### config.mk
export PLATFORM = sky130hd
export DESIGN_NAME = midpoint_ellipse_rasterizer
export DESIGN_NICKNAME = d
export VERILOG_FILES = /design/src/hdl/mer_pkg.sv /design/src/hdl/mer_dp.sv /design/src/hdl/mer_ctrl.sv /design/src/hdl/mer_out.sv /design/src/hdl/midpoint_ellipse_rasterizer.sv
export SDC_FILE = /design/constraint.sdc
export NUM_CORES = 2
export LEC_CHECK = 0
export ABC_AREA = 0
export BUFFER_PORTS_ARGS = -buffer_cell sky130_fd_sc_hd__buf_2
export CORE_AREA = 2 2 311 313
export CTS_CLUSTER_SIZE = 14
export DETAILED_ROUTE_END_ITERATION = 7
export DIE_AREA = 0 0 313 315
export GPL_ROUTABILITY_DRIVEN = 1
export PLACE_DENSITY = 0.92
export SLEW_MARGIN = 10
export SYNTH_ARGS = -nofsm -noshare
export SYNTH_HDL_FRONTEND = slang
export SYNTH_HIERARCHICAL = 1
export SYNTH_SLANG_ARGS = --single-unit
### constraint.sdc
create_clock -name clk -period 12.9 [get_ports clk]
set_clock_uncertainty 0.1 [all_clocks]
set_input_delay 0.645 -clock clk [delete_from_list [all_inputs] [get_ports clk]]
set_output_delay 0.645 -clock clk [all_outputs]
set_load 0.03 [all_outputs]
### src/hdl/mer_pkg.sv
`default_nettype none

package mer_pkg;

  // Field widths
  localparam int AXIS_BITS  = 11;
  localparam int COORD_BITS = 16;
  localparam int COLOR_BITS = 24;

  // Step counters: x saturates one bit wider than the axis, y counts down from b
  localparam int STEP_X_W = AXIS_BITS + 1;

  // Datapath widths
  localparam int ASQ_W  = 2 * AXIS_BITS;      // a*a, b*b
  localparam int QP_W   = 3 * AXIS_BITS + 1;  // B*(x+1), A*(2y-1)
  localparam int OPA_W  = 3 * AXIS_BITS + 2;  // multiplier operand A
  localparam int OPB_W  = 2 * AXIS_BITS;      // multiplier operand B
  localparam int PROD_W = OPA_W + OPB_W;
  localparam int TMP_W  = 4 * AXIS_BITS + 4;  // widest product actually reached
  localparam int DEC_W  = (4 * AXIS_BITS + 8 < 64) ? 4 * AXIS_BITS + 8 : 64;

  // Stream packing
  localparam int IN_FIELDS_W  = 2 * AXIS_BITS + 2 * COORD_BITS + COLOR_BITS;
  localparam int IN_DATA_W    = ((IN_FIELDS_W + 7) / 8) * 8;
  localparam int OUT_FIELDS_W = 4 * COORD_BITS + COLOR_BITS;
  localparam int OUT_DATA_W   = ((OUT_FIELDS_W + 7) / 8) * 8;

  typedef logic [AXIS_BITS-1:0]         axis_t;
  typedef logic signed [COORD_BITS-1:0] coord_t;
  typedef logic [COLOR_BITS-1:0]        color_t;

  typedef enum logic {
    OP_START   = 1'b0,
    OP_ADVANCE = 1'b1
  } op_t;

  // Multiplier operand pairs; the product lands in the matching register
  typedef enum logic [2:0] {
    MUL_AA      = 3'd0,  // a*a           -> A
    MUL_BB      = 3'd1,  // b*b           -> B
    MUL_AB      = 3'd2,  // A*b           -> temp
    MUL_BX1     = 3'd3,  // B*(x+1)       -> q
    MUL_AY      = 3'd4,  // A*(2y-1)      -> p
    MUL_BXX     = 3'd5,  // B(2x+1)*(2x+1) -> temp
    MUL_AYY     = 3'd6,  // A(y-1)*(y-1)  -> temp
    MUL_ASQ_BSQ = 3'd7   // A*B           -> temp
  } mul_sel_t;

  typedef enum logic [2:0] {
    DEC_HOLD      = 3'd0,
    DEC_INIT      = 3'd1,
    DEC_LOAD_T    = 3'd2,
    DEC_ADD_4T    = 3'd3,
    DEC_SUB_4T    = 3'd4,
    DEC_ADD_DELTA = 3'd5
  } dec_op_t;

  typedef struct packed {
    logic     load;        // capture a start request
    logic     mul_en;
    mul_sel_t mul_sel;
    dec_op_t  dec_op;
    logic     calc_delta;  // form the step increment and step flags
    logic     set_r2;      // enter region two
    logic     step;        // apply step flags to x and y
    logic     emit;        // load the result register with the point
    logic     emit_zero;   // load the result register with an empty result
  } dp_cmd_t;

  typedef struct packed {
    logic busy;
    logic in_region_two;
    logic region_one;      // 2B(x+1) < A(2y-1)
    logic step_y_zero;
  } dp_status_t;

  typedef struct packed {
    axis_t  semi_axis_x;
    axis_t  semi_axis_y;
    coord_t center_x;
    coord_t center_y;
    color_t color;
  } in_item_t;

  typedef struct packed {
    coord_t x_plus;
    coord_t x_minus;
    coord_t y_plus;
    coord_t y_minus;
    color_t pixel_color;
    logic   valid_res;
    logic   last;
  } res_t;

endpackage

`default_nettype wire

### src/hdl/mer_dp.sv
`default_nettype none

module mer_dp import mer_pkg::*; (
  input  logic       clk,
  input  logic       rst_n,
  input  dp_cmd_t    cmd,
  input  in_item_t   item,
  output dp_status_t status,
  output res_t       res
);

  localparam int SUM_W = ((COORD_BITS > STEP_X_W + 1) ? COORD_BITS : STEP_X_W + 1) + 1;
  localparam logic signed [SUM_W-1:0] CMAX = SUM_W'((1 << (COORD_BITS - 1)) - 1);
  localparam logic signed [SUM_W-1:0] CMIN = SUM_W'(-(1 << (COORD_BITS - 1)));

  axis_t                a_r, b_r;
  logic [ASQ_W-1:0]     asq_r, bsq_r;
  logic [QP_W-1:0]      q_r, p_r;
  logic [TMP_W-1:0]     t_r;
  logic [DEC_W-1:0]     dec_r, delta_r;
  logic [DEC_W-1:0]     dec_nxt, delta_nxt;
  logic [STEP_X_W-1:0]  sx_r, sx_nxt;
  axis_t                sy_r, sy_nxt;
  coord_t               cx_r, cy_r;
  color_t               color_r;
  logic                 r2_r, busy_r, inc_x_r, dec_y_r;

  logic [OPA_W-1:0]     op_a;
  logic [OPB_W-1:0]     op_b;
  logic [PROD_W-1:0]    prod;

  logic [STEP_X_W:0]    x_p1, x2p1;
  logic [AXIS_BITS:0]   y2m1;
  axis_t                y_m1;
  logic [OPA_W-1:0]     bx2p1;
  logic [QP_W-1:0]      pa;
  logic                 d_neg;
  logic [DEC_W-1:0]     a_e, b_e, q_e, p_e, t_e;

  function automatic coord_t sat_coord(input logic signed [SUM_W-1:0] v);
    if (v > CMAX) begin
      sat_coord = COORD_BITS'(CMAX);
    end else if (v < CMIN) begin
      sat_coord = COORD_BITS'(CMIN);
    end else begin
      sat_coord = COORD_BITS'(v);
    end
  endfunction

  // Step-dependent multiplier terms
  assign x_p1  = (STEP_X_W + 1)'(sx_r) + (STEP_X_W + 1)'(1);
  assign x2p1  = {sx_r, 1'b1};
  assign y2m1  = {sy_r, 1'b0} - (AXIS_BITS + 1)'(1);
  assign y_m1  = sy_r - AXIS_BITS'(1);
  assign bx2p1 = {q_r, 1'b0} - OPA_W'(bsq_r);   // B(2x+1)
  assign pa    = p_r - QP_W'(asq_r);            // 2A(y-1)

  // Select multiplier operands
  always_comb begin
    op_a = '0;
    op_b = '0;
    case (cmd.mul_sel)
      MUL_AA: begin
        op_a = OPA_W'(a_r);
        op_b = OPB_W'(a_r);
      end
      MUL_BB: begin
        op_a = OPA_W'(b_r);
        op_b = OPB_W'(b_r);
      end
      MUL_AB: begin
        op_a = OPA_W'(asq_r);
        op_b = OPB_W'(b_r);
      end
      MUL_BX1: begin
        op_a = OPA_W'(bsq_r);
        op_b = OPB_W'(x_p1);
      end
      MUL_AY: begin
        op_a = OPA_W'(asq_r);
        op_b = OPB_W'(y2m1);
      end
      MUL_BXX: begin
        op_a = bx2p1;
        op_b = OPB_W'(x2p1);
      end
      MUL_AYY: begin
        op_a = OPA_W'(pa[QP_W-1:1]);
        op_b = OPB_W'(y_m1);
      end
      MUL_ASQ_BSQ: begin
        op_a = OPA_W'(asq_r);
        op_b = OPB_W'(bsq_r);
      end
      default: begin
        op_a = '0;
        op_b = '0;
      end
    endcase
  end

  assign prod = op_a * op_b;

  // Register the product in its destination
  always_ff @(posedge clk) begin
    if (cmd.mul_en) begin
      case (cmd.mul_sel)
        MUL_AA:  asq_r <= ASQ_W'(prod);
        MUL_BB:  bsq_r <= ASQ_W'(prod);
        MUL_BX1: q_r   <= QP_W'(prod);
        MUL_AY:  p_r   <= QP_W'(prod);
        default: t_r   <= TMP_W'(prod);
      endcase
    end
  end

  // Decision update, scaled by four and wrapping at its width
  assign a_e   = DEC_W'(asq_r);
  assign b_e   = DEC_W'(bsq_r);
  assign q_e   = DEC_W'(q_r);
  assign p_e   = DEC_W'(p_r);
  assign t_e   = DEC_W'(t_r);
  assign d_neg = dec_r[DEC_W-1];

  always_comb begin
    case (cmd.dec_op)
      DEC_INIT:      dec_nxt = (b_e << 2) + a_e - (t_e << 2);
      DEC_LOAD_T:    dec_nxt = t_e;
      DEC_ADD_4T:    dec_nxt = dec_r + (t_e << 2);
      DEC_SUB_4T:    dec_nxt = dec_r - (t_e << 2);
      DEC_ADD_DELTA: dec_nxt = dec_r + delta_r;
      default:       dec_nxt = dec_r;
    endcase
  end

  // Region one: 4B(2x+3), less 8A(y-1) when d >= 0.
  // Region two: 12A - 8Ay, plus 4B(2x+2) when d < 0.
  always_comb begin
    if (r2_r) begin
      delta_nxt = (d_neg ? (q_e << 3) : '0) - (p_e << 2) + (a_e << 3);
    end else begin
      delta_nxt = (q_e << 3) + (b_e << 2) - (d_neg ? '0 : ((p_e << 2) - (a_e << 2)));
    end
  end

  always_ff @(posedge clk) begin
    dec_r <= dec_nxt;
    if (cmd.calc_delta) begin
      delta_r <= delta_nxt;
      inc_x_r <= r2_r ? d_neg : 1'b1;
      dec_y_r <= r2_r ? 1'b1 : !d_neg;
    end
  end

  // Next step position; x holds at its maximum
  assign sx_nxt = (cmd.step && inc_x_r && !(&sx_r)) ? sx_r + STEP_X_W'(1) : sx_r;
  assign sy_nxt = (cmd.step && dec_y_r) ? y_m1 : sy_r;

  // Hold ellipse parameters and position
  always_ff @(posedge clk) begin
    if (cmd.load) begin
      a_r     <= item.semi_axis_x;
      b_r     <= item.semi_axis_y;
      cx_r    <= item.center_x;
      cy_r    <= item.center_y;
      color_r <= item.color;
      sx_r    <= '0;
      sy_r    <= item.semi_axis_y;
    end else if (cmd.step) begin
      sx_r <= sx_nxt;
      sy_r <= sy_nxt;
    end
  end

  // Track the active ellipse and its region
  always_ff @(posedge clk) begin
    if (!rst_n) begin
      busy_r <= 1'b0;
      r2_r   <= 1'b0;
    end else if (cmd.load) begin
      busy_r <= 1'b1;
      r2_r   <= 1'b0;
    end else begin
      if (cmd.set_r2) begin
        r2_r <= 1'b1;
      end
      if ((cmd.emit && sy_nxt == '0) || cmd.emit_zero) begin
        busy_r <= 1'b0;
      end
    end
  end

  assign status.busy          = busy_r;
  assign status.in_region_two = r2_r;
  assign status.region_one    = ({q_r, 1'b0} < {1'b0, p_r});
  assign status.step_y_zero   = (sy_r == '0);

  // Mirror the point around the center
  assign res.x_plus  = sat_coord($signed({{(SUM_W - COORD_BITS){cx_r[COORD_BITS-1]}}, cx_r})
                               + $signed({{(SUM_W - STEP_X_W){1'b0}}, sx_nxt}));
  assign res.x_minus = sat_coord($signed({{(SUM_W - COORD_BITS){cx_r[COORD_BITS-1]}}, cx_r})
                               - $signed({{(SUM_W - STEP_X_W){1'b0}}, sx_nxt}));
  assign res.y_plus  = sat_coord($signed({{(SUM_W - COORD_BITS){cy_r[COORD_BITS-1]}}, cy_r})
                               + $signed({{(SUM_W - AXIS_BITS){1'b0}}, sy_nxt}));
  assign res.y_minus = sat_coord($signed({{(SUM_W - COORD_BITS){cy_r[COORD_BITS-1]}}, cy_r})
                               - $signed({{(SUM_W - AXIS_BITS){1'b0}}, sy_nxt}));
  assign res.pixel_color = color_r;
  assign res.valid_res   = 1'b1;
  assign res.last        = (sy_nxt == '0);

endmodule

`default_nettype wire

### src/hdl/mer_ctrl.sv
`default_nettype none

module mer_ctrl import mer_pkg::*; (
  input  logic       clk,
  input  logic       rst_n,
  input  logic       in_tvalid,
  output logic       in_tready,
  input  logic       in_op,
  input  dp_status_t status,
  input  logic       out_free,
  output dp_cmd_t    cmd
);

  typedef enum logic [13:0] {
    S_IDLE = 14'b00000000000001,
    S_ST1  = 14'b00000000000010,
    S_ST2  = 14'b00000000000100,
    S_ST3  = 14'b00000000001000,
    S_ST4  = 14'b00000000010000,
    S_A1   = 14'b00000000100000,
    S_A2   = 14'b00000001000000,
    S_A3   = 14'b00000010000000,
    S_E1   = 14'b00000100000000,
    S_E2   = 14'b00001000000000,
    S_E3   = 14'b00010000000000,
    S_E4   = 14'b00100000000000,
    S_A4   = 14'b01000000000000,
    S_ZERO = 14'b10000000000000
  } state_t;

  state_t state_r, state_nxt;

  assign in_tready = (state_r == S_IDLE);

  // Sequence the shared multiplier and the decision accumulator
  always_comb begin
    state_nxt = state_r;
    cmd       = '0;
    unique case (state_r)
      S_IDLE: begin
        if (in_tvalid) begin
          case (op_t'(in_op))
            OP_START: begin
              cmd.load  = 1'b1;
              state_nxt = S_ST1;
            end
            OP_ADVANCE: begin
              state_nxt = (status.busy && !status.step_y_zero) ? S_A1 : S_ZERO;
            end
            default: state_nxt = S_IDLE;
          endcase
        end
      end
      S_ST1: begin
        cmd.mul_en  = 1'b1;
        cmd.mul_sel = MUL_AA;
        state_nxt   = S_ST2;
      end
      S_ST2: begin
        cmd.mul_en  = 1'b1;
        cmd.mul_sel = MUL_BB;
        state_nxt   = S_ST3;
      end
      S_ST3: begin
        cmd.mul_en  = 1'b1;
        cmd.mul_sel = MUL_AB;
        state_nxt   = S_ST4;
      end
      S_ST4: begin
        if (out_free) begin
          cmd.dec_op = DEC_INIT;
          cmd.emit   = 1'b1;
          state_nxt  = S_IDLE;
        end
      end
      S_A1: begin
        cmd.mul_en  = 1'b1;
        cmd.mul_sel = MUL_BX1;
        state_nxt   = S_A2;
      end
      S_A2: begin
        cmd.mul_en  = 1'b1;
        cmd.mul_sel = MUL_AY;
        state_nxt   = S_A3;
      end
      S_A3: begin
        if (status.in_region_two || status.region_one) begin
          cmd.calc_delta = 1'b1;
          state_nxt      = S_A4;
        end else begin
          cmd.set_r2 = 1'b1;
          state_nxt  = S_E1;
        end
      end
      S_E1: begin
        cmd.mul_en  = 1'b1;
        cmd.mul_sel = MUL_BXX;
        state_nxt   = S_E2;
      end
      S_E2: begin
        cmd.mul_en  = 1'b1;
        cmd.mul_sel = MUL_AYY;
        cmd.dec_op  = DEC_LOAD_T;
        state_nxt   = S_E3;
      end
      S_E3: begin
        cmd.mul_en  = 1'b1;
        cmd.mul_sel = MUL_ASQ_BSQ;
        cmd.dec_op  = DEC_ADD_4T;
        state_nxt   = S_E4;
      end
      S_E4: begin
        cmd.dec_op = DEC_SUB_4T;
        state_nxt  = S_A3;
      end
      S_A4: begin
        if (out_free) begin
          cmd.dec_op = DEC_ADD_DELTA;
          cmd.step   = 1'b1;
          cmd.emit   = 1'b1;
          state_nxt  = S_IDLE;
        end
      end
      S_ZERO: begin
        if (out_free) begin
          cmd.emit_zero = 1'b1;
          state_nxt     = S_IDLE;
        end
      end
      default: state_nxt = S_IDLE;
    endcase
  end

  always_ff @(posedge clk) begin
    if (!rst_n) begin
      state_r <= S_IDLE;
    end else begin
      state_r <= state_nxt;
    end
  end

endmodule

`default_nettype wire

### src/hdl/mer_out.sv
`default_nettype none

module mer_out import mer_pkg::*; (
  input  logic    clk,
  input  logic    rst_n,
  input  dp_cmd_t cmd,
  input  res_t    res_in,
  output logic    out_free,
  output logic    out_tvalid,
  input  logic    out_tready,
  output res_t    res_out
);

  logic valid_r;
  res_t res_r;

  // Hold the result until the downstream side takes the request
  always_ff @(posedge clk) begin
    if (!rst_n) begin
      valid_r <= 1'b0;
    end else if (cmd.emit || cmd.emit_zero) begin
      valid_r <= 1'b1;
    end else if (out_tready) begin
      valid_r <= 1'b0;
    end
  end

  always_ff @(posedge clk) begin
    if (cmd.emit_zero) begin
      res_r <= '0;
    end else if (cmd.emit) begin
      res_r <= res_in;
    end
  end

  assign out_free   = !valid_r || out_tready;
  assign out_tvalid = valid_r;
  assign res_out    = res_r;

endmodule

`default_nettype wire

### src/hdl/midpoint_ellipse_rasterizer.sv
`default_nettype none

// Midpoint ellipse rasterizer, one quadrant mirrored four ways. A start request
// (tuser 0) loads semi-axes, center and color and returns the point (0, b); each
// advance request (tuser 1) returns the next point as the four mirrored
// coordinates, saturated to 16 bits, with tlast set on the point where y reaches
// zero, after which the ellipse ends. An advance with no ellipse running returns
// an all-zero result with tuser (valid_res) low. Every request gives exactly one
// result. One request is worked at a time: a start runs through the states ST1
// to ST4 and a normal advance through A1 to A4, while the single advance that
// crosses from region one to region two also runs E1 to E4 and returns to A3.
// The states follow the products on the one shared multiplier (each product
// is registered before it is used). A finished result sits in an output
// register, so a new request is taken while it waits; the block only stalls
// when a second result is ready before the first has left.

module midpoint_ellipse_rasterizer import mer_pkg::*; (
  input  logic                  clk,
  input  logic                  rst_n,
  input  logic                  in_tvalid,
  output logic                  in_tready,
  // semi_axis_x, semi_axis_y, center_x, center_y, color, zero fill
  input  logic [IN_DATA_W-1:0]  in_tdata,
  // operation
  input  logic                  in_tuser,
  output logic                  out_tvalid,
  input  logic                  out_tready,
  // x_plus, x_minus, y_plus, y_minus, pixel_color
  output logic [OUT_DATA_W-1:0] out_tdata,
  // valid_res
  output logic                  out_tuser,
  output logic                  out_tlast
);

  localparam int AY_LO = AXIS_BITS;
  localparam int CX_LO = 2 * AXIS_BITS;
  localparam int CY_LO = CX_LO + COORD_BITS;
  localparam int CO_LO = CY_LO + COORD_BITS;

  in_item_t   item;
  dp_cmd_t    cmd;
  dp_status_t status;
  res_t       res_nxt, res_q;
  logic       out_free;

  // Unpack the request
  assign item.semi_axis_x = in_tdata[AXIS_BITS-1:0];
  assign item.semi_axis_y = in_tdata[AY_LO +: AXIS_BITS];
  assign item.center_x    = in_tdata[CX_LO +: COORD_BITS];
  assign item.center_y    = in_tdata[CY_LO +: COORD_BITS];
  assign item.color       = in_tdata[CO_LO +: COLOR_BITS];

  mer_ctrl u_ctrl (
    .clk       (clk),
    .rst_n     (rst_n),
    .in_tvalid (in_tvalid),
    .in_tready (in_tready),
    .in_op     (in_tuser),
    .status    (status),
    .out_free  (out_free),
    .cmd       (cmd)
  );

  mer_dp u_dp (
    .clk    (clk),
    .rst_n  (rst_n),
    .cmd    (cmd),
    .item   (item),
    .status (status),
    .res    (res_nxt)
  );

  mer_out u_out (
    .clk        (clk),
    .rst_n      (rst_n),
    .cmd        (cmd),
    .res_in     (res_nxt),
    .out_free   (out_free),
    .out_tvalid (out_tvalid),
    .out_tready (out_tready),
    .res_out    (res_q)
  );

  // Pack the result
  assign out_tdata = OUT_DATA_W'({res_q.pixel_color, res_q.y_minus, res_q.y_plus,
                                  res_q.x_minus, res_q.x_plus});
  assign out_tuser = res_q.valid_res;
  assign out_tlast = res_q.last;

endmodule

`default_nettype wire

Word level (Yosys, flattened, before mapping)
Cells that the tools add are included.
{"block": "totals", "rom_bits": 0, "latch_bits": 0, "regBits": 474, "mem_count": 0, "output_inout_bits": 92, "ramBits": 0, "word_cells": 164, "in_bits": 85}
{"block": "classes", "n_addsub": 20, "n_div": 0, "muxes": 43, "reduce_logical": 33, "n_eq_ne": 28, "n_shift": 0, "order_cmp": 9, "mul": 1, "bitwise": 3}
{"operator": "$pmux 52 s5", "count": 1}
{"operator": "$pmux 35 s6", "count": 1}
{"operator": "$pmux 14 s11", "count": 1}
{"operator": "$pmux 22 s7", "count": 1}
{"operator": "$mux 16", "count": 8}
{"operator": "$mux 52", "count": 2}
{"operator": "$sub 52x50->52", "count": 2}
{"operator": "$gt 17x16->1 const B", "count": 4}
{"operator": "$lt 17x16->1 const B", "count": 4}
{"operator": "$add 52x25->52", "count": 1}
{"operator": "$add 52x50->52", "count": 1}
{"operator": "$add 52x52->52", "count": 1}
{"operator": "$sub 52x36->52", "count": 1}
{"operator": "$sub 52x52->52", "count": 1}
{"operator": "$mul 35x22->48", "count": 1}
{"operator": "$mux 14", "count": 3}
{"operator": "$add 37x24->38", "count": 1}
{"operator": "$mux 37", "count": 1}
{"operator": "$sub 36x24->37", "count": 1}
{"operator": "$lt 35x34->1", "count": 1}
{"operator": "$sub 35x22->35", "count": 1}
{"operator": "$sub 34x22->34", "count": 1}
{"operator": "$mux 11", "count": 3}
{"operator": "$pmux 4 s8", "count": 1}
{"operator": "other kinds (49)", "count": 94}

Depth between registers and ports, before layout
{"block": "depth", "ltp_word": 11, "mapped_depth": 44, "mapped_depth_nobuf": 41}

Cells and area by module
Netlist, hierarchy kept.
{"mod": "mer_dp", "instances": 1, "area_per_inst_um2": 57387.5, "cells_each": 6566, "seq_area_each_um2": 10820.4}
{"mod": "mer_out", "instances": 1, "area_per_inst_um2": 3263.1, "cells_each": 294, "seq_area_each_um2": 1821.7}
{"mod": "mer_ctrl", "instances": 1, "area_per_inst_um2": 917.1, "cells_each": 112, "seq_area_each_um2": 280.3}

Worst setup path after synthesis
Ideal clock, no wire load.
{"block": "synth_path", "path_kind": "reg2reg", "start": "reg u_ctrl.state_r[13]", "end": "reg u_dp.t_r[47], data pin", "n_path_buf": 5, "t_arrival_ns": 9.782, "stages_incl_launch_ff": 37, "setup_time_ns": 0.262, "setup_slack_ns": 2.756, "synth_period_minus_slack_ns": 10.144, "required_time_ns": 12.538, "path_cell_list": "dfxtp_1 or4_1 or4_1 o21ai_2 clkbuf_1 buf_1 clkbuf_1 clkbuf_1 o21ai_0 a31oi_1 a31oi_1 o21ai_1 clkbuf_1 nand2_1 fa_1 inv_1 fa_1 inv_1 fa_1 inv_1 fa_1 inv_1 fa_1 fa_1 fa_1 inv_1 ha_1 a211o_1 a21oi_1 o21ai_0 a2111oi_0 nor3_1 nor2_1 a21oi_1 a2111oi_0 nor3_1 xnor2_1"}
{"element": "from (decl)", "line": "mer_ctrl.sv:31", "text": "state_t state_r, state_nxt;"}
{"element": "from (signal assigned)", "line": "mer_ctrl.sv:138", "text": "state_r <= state_nxt;"}
{"element": "to (signal assigned)", "line": "mer_dp.sv:112", "text": "default: t_r <= TMP_W'(prod);"}
{"element": "to (decl)", "line": "mer_dp.sv:19", "text": "logic [TMP_W-1:0] t_r;"}

Final worst setup path
{"block": "layout_path", "start": "reg u_dp.bsq_r[1]", "end": "reg u_dp.t_r[46], data pin"}
{"block": "layout_between", "elab_chain_cells": 3, "elab_cells_between_ends": 4, "cone_classes": "add/sub (1); mul (1); mux (2)"}
{"element": "from (decl)", "line": "mer_dp.sv:17", "text": "logic [ASQ_W-1:0] asq_r, bsq_r;"}
{"element": "from (signal assigned)", "line": "mer_dp.sv:109", "text": "MUL_BB: bsq_r <= ASQ_W'(prod);"}
{"element": "$sub 35x22->35", "line": "mer_dp.sv:55", "text": "assign bx2p1 = {q_r, 1'b0} - OPA_W'(bsq_r);"}
{"element": "$pmux 35 s6", "line": "mer_dp.sv:62", "text": "case (cmd.mul_sel)"}
{"element": "$mul 35x22->48 (*)", "line": "mer_dp.sv:102", "text": "assign prod = op_a * op_b;"}
{"element": "via u_dp.prod[46]", "line": "mer_dp.sv:30", "text": "logic [PROD_W-1:0] prod;"}
The timed path passes the listed nets; every way through them passes the cells marked *.
A chain may end at the register's enable or synchronous reset.

==> flow_metrics.tcl <==
set metrics [dict create \
    worstHoldStart "in_tdata[67]" \
    timing.final.ws_setup_ns 1.08 \
    p_sw_mw 3.08 \
    first_global_vias 53000 \
    p_leak_nw 30.0 \
    r2r_end "u_dp/t_r[46]" \
    antenna_found_initial 15 \
    clock_tree.root_cell "clkbuf_16" \
    synth_most_common_cell "inv_1" \
    total_power_mw 7.31 \
    netlist_area_mm2 0.0616 \
    maxCapViolCount 0 \
    num_rows 114 \
    yosysTopAreaCell "fa_1" \
    multiInputGateArea_mm2 0.0441 \
    synthSimpleGateAreaFrac_pct 15.4 \
    slew_viol_final 0 \
    clk_latency_ns 0.66 \
    dpl_worst_slack_ns 1.35 \
    combPwrFrac_pct 48.8 \
    critPathTopFamily "compound AO/OA/AOI/OAI gates" \
    drive_above_1_share_pct 7.05 \
    io_pins 177 \
    synth_compound_area_share_pct 15.1 \
    crit_slowest_cell "a41oi_1" \
    clockPowerShare_pct 21.4 \
    die_y_um 315 \
    synth_top_cell_area_share_pct 21.9 \
    start_util_pct 64.3 \
    grt_pass1_wl_mm 298 \
    post_cts_buffers 0 \
    ir_drop_mv 0.216 \
    first_pass_iters 7 \
    die-area_mm2 0.0986 \
    path_clk_slew_ns 0.07 \
    netlist_instances 6972 \
    port-buffer-count 174 \
    hold_depth 1 \
    ys_top_cells_by_count "inv_1 (1003), nand2_1 (725), fa_1 (675), nor2_1 (591), ha_1 (480)" \
    synth_seq_cells 470 \
    critical_path.max_fanout 14 \
    hold_viol 0 \
    postPlaceCellArea_mm2 0.0642 \
    seq_area_frac_synth_pct 21.0 \
    syn_avg_cell_area_um2 8.83 \
    vias_per_cell 6.26 \
    postCtsResizedCells 0 \
    grt_overflow_total 0 \
    area_growth_pct 7.30 \
    instances_no_fill 8468 \
    gp_congestion 1.02 \
    endpoint_kind "flip-flop" \
    grt_max_degree 86 \
    r2r-start "u_dp/bsq_r[1]" \
    vias 53000 \
    tightest_slew_ns 1.33 \
    synth_top_family_by_area "adder cells" \
    synthMuxAreaShare_pct 2.29 \
    ys.flop_type "edfxtp_1" \
    swShare_pct 42.1 \
    ys_warn_count 6 \
    fin_crit_ns 11.82 \
    place_hpwl_mm 156 \
    synth_edf_count 351 \
    synthArstFlopShare_pct 0 \
    postCtsHoldBufs 0 \
    cp_common_cell "fa_1" \
    tns_ns 0 \
    drc 0 \
    cp.arrival_ns 12.10 \
    setup-violations-final 0 \
    cts_tree "built" \
    timing.fmax_ghz 0.0846 \
    die_w_um 313 \
    holdPathEnd "u_dp/color_r[13]" \
    max_stage_delay_ns 0.91 \
    reg2reg_setup_slack_ns 1.08 \
    status "completed" \
    drt_wl_total_mm 194 \
    rsz0062_at_grt "no" \
    post_drt_wl_per_cell_um 22.9 \
    regArea_mm2 0.0129 \
    reg2regPathDepth 37 \
    slew_headroom_pct 10.8 \
    grt_usage_pct 39.0 \
    numCtsBuffers 51 \
    post-route-period-util_pct 91.6 \
    fin_area_mm2 0.0661 \
    critPathLaunchType "flip-flop" \
    p_int_mw 4.24 \
    path_depth 37 \
    fillCellCount 7407 \
    core_mm2 0.0957 \
    yosys.area_share.adder_pct 31.7 \
    nets 8375 \
    h-tree-depth 2 \
    cellPowerDensity_mw_per_mm2 111 \
    ys_top_cells_by_area "fa_1 (22%), edfxtp_1 (17%), ha_1 (9.8%)" \
    critPathRequiredTime_ns 13.18 \
    crit_type "reg2reg" \
    drt_iter0_drc 6154 \
    min_path_type "in2reg" \
    synth_xor_area_share_pct 6.53 \
    clock_sinks 470 \
    dpl.cell_count 8358 \
    critPathBufInv 7 \
    ctsLongestPathBuffers 3 \
    yosys.cell_types.count 111 \
    ant_nets 0 \
    seqPwrFrac_pct 29.7 \
]
final cells by class:
class,instances,area share (%)
inverters,1006,5.72
clock buffers,69,2.29
clock inverters,26,0.415
flip-flops and latches,470,19.6
repair buffers,298,2.73
diodes,15,0.0568
multi-input cells,5308,66.8
well taps,1276,2.42
worst max-delay path by stage:
| stage | from | endpoint | slack (ns) |
|---|---|---|---|
| 6_report | u_dp/bsq_r[1] | u_dp/t_r[46] | 1.08 |
| 5_1_grt | u_dp/bsq_r[1] | u_dp/t_r[46] | 0.50 |
| 4_1_cts | u_dp/bsq_r[1] | u_dp/t_r[46] | 1.31 |
| 3_5_place_dp | u_dp/bsq_r[1] | u_dp/t_r[46] | 1.35 |
| 3_3_place_gp | u_ctrl/state_r[13] | u_dp/t_r[46] | 1.63 |
| 2_1_floorplan | u_ctrl/state_r[13] | u_dp/t_r[47] | 2.76 |
flip-flops by register name, indices dropped and copies added (netlist names), 11 cells and up:
name	flops
u_ctrl/state_r	14
u_dp/a_r	11
u_dp/asq_r	22
u_dp/b_r	11
u_dp/bsq_r	22
u_dp/color_r	24
u_dp/cx_r	16
u_dp/cy_r	16
u_dp/dec_r	50
u_dp/delta_r	50
u_dp/p_r	34
u_dp/q_r	34
u_dp/sx_r	12
u_dp/sy_r	11
u_dp/t_r	48
u_out/res_out	90
through the flow:
| stage | hold WS [ns] | util, % |
|---|---|---|
| 6_report | 0.0627 | 69.0 |
| 5_1_grt | 0.0579 | 69.0 |
| 4_1_cts | 0.0456 | 69.0 |
| 3_5_place_dp | 0.375 | 67.1 |
| 3_3_place_gp | 0.360 | 67.1 |
| 2_1_floorplan | 0.356 | - |
power groups by stage:
stage / combinational [mW] / clock, mW / sequential, mW
4_1_cts: 3.40 / 1.58 / 2.17
2_1_floorplan: 2.20 / 0 / 2.22
3_3_place_gp: 3.25 / 0 / 2.20
3_5_place_dp: 3.37 / 0 / 2.20
6_report: 3.57 / 1.57 / 2.17
5_1_grt: 3.84 / 1.63 / 2.18
routing by layer:
layer	part of all wire [%]	track usage, %	up-vias
met5	0	0	-
met4	4.9	17.2	0
met3	12	8.50	565
met1	39	52.5	25400
met2	44	60.9	3376
li1	-	-	23600
cell families (layout without fill, tap and decap cells):
kind of cell / count (synthesis) / in the layout
DFF: 470 / 470
AOI/OAI and AO/OA: 1434 / 1434
buffers and inverters: 1265 / 1399
xor gates and xnor gates: 457 / 457
other: 2 / 88
and+or+nand+nor: 2050 / 2050
adders and majority gates: 1155 / 1155
muxes: 139 / 139
cell usage in the layout, fill, tap and decap left out, types with 42 or more instances in the layout:
cell type / n
nand4_1: 50
and2_1: 105
o22ai_1: 42
edfxtp_1: 351
nand2b_1: 72
o21ai_0: 290
mux2i_1: 124
nor2b_1: 85
conb_1: 73
a21oi_1: 402
ha_1: 480
nor3_1: 90
and3_1: 57
nand2_1: 724
xnor2_1: 300
xor2_1: 155
o21bai_1: 64
inv_1: 1003
nand3_1: 90
clkbuf_16: 59
fa_1: 675
o21a_1: 75
buf_4: 124
nor2_1: 587
a21o_1: 154
dfxtp_1: 118
buf_2: 174
No activity file was read; power rests on OpenSTA's default activity.
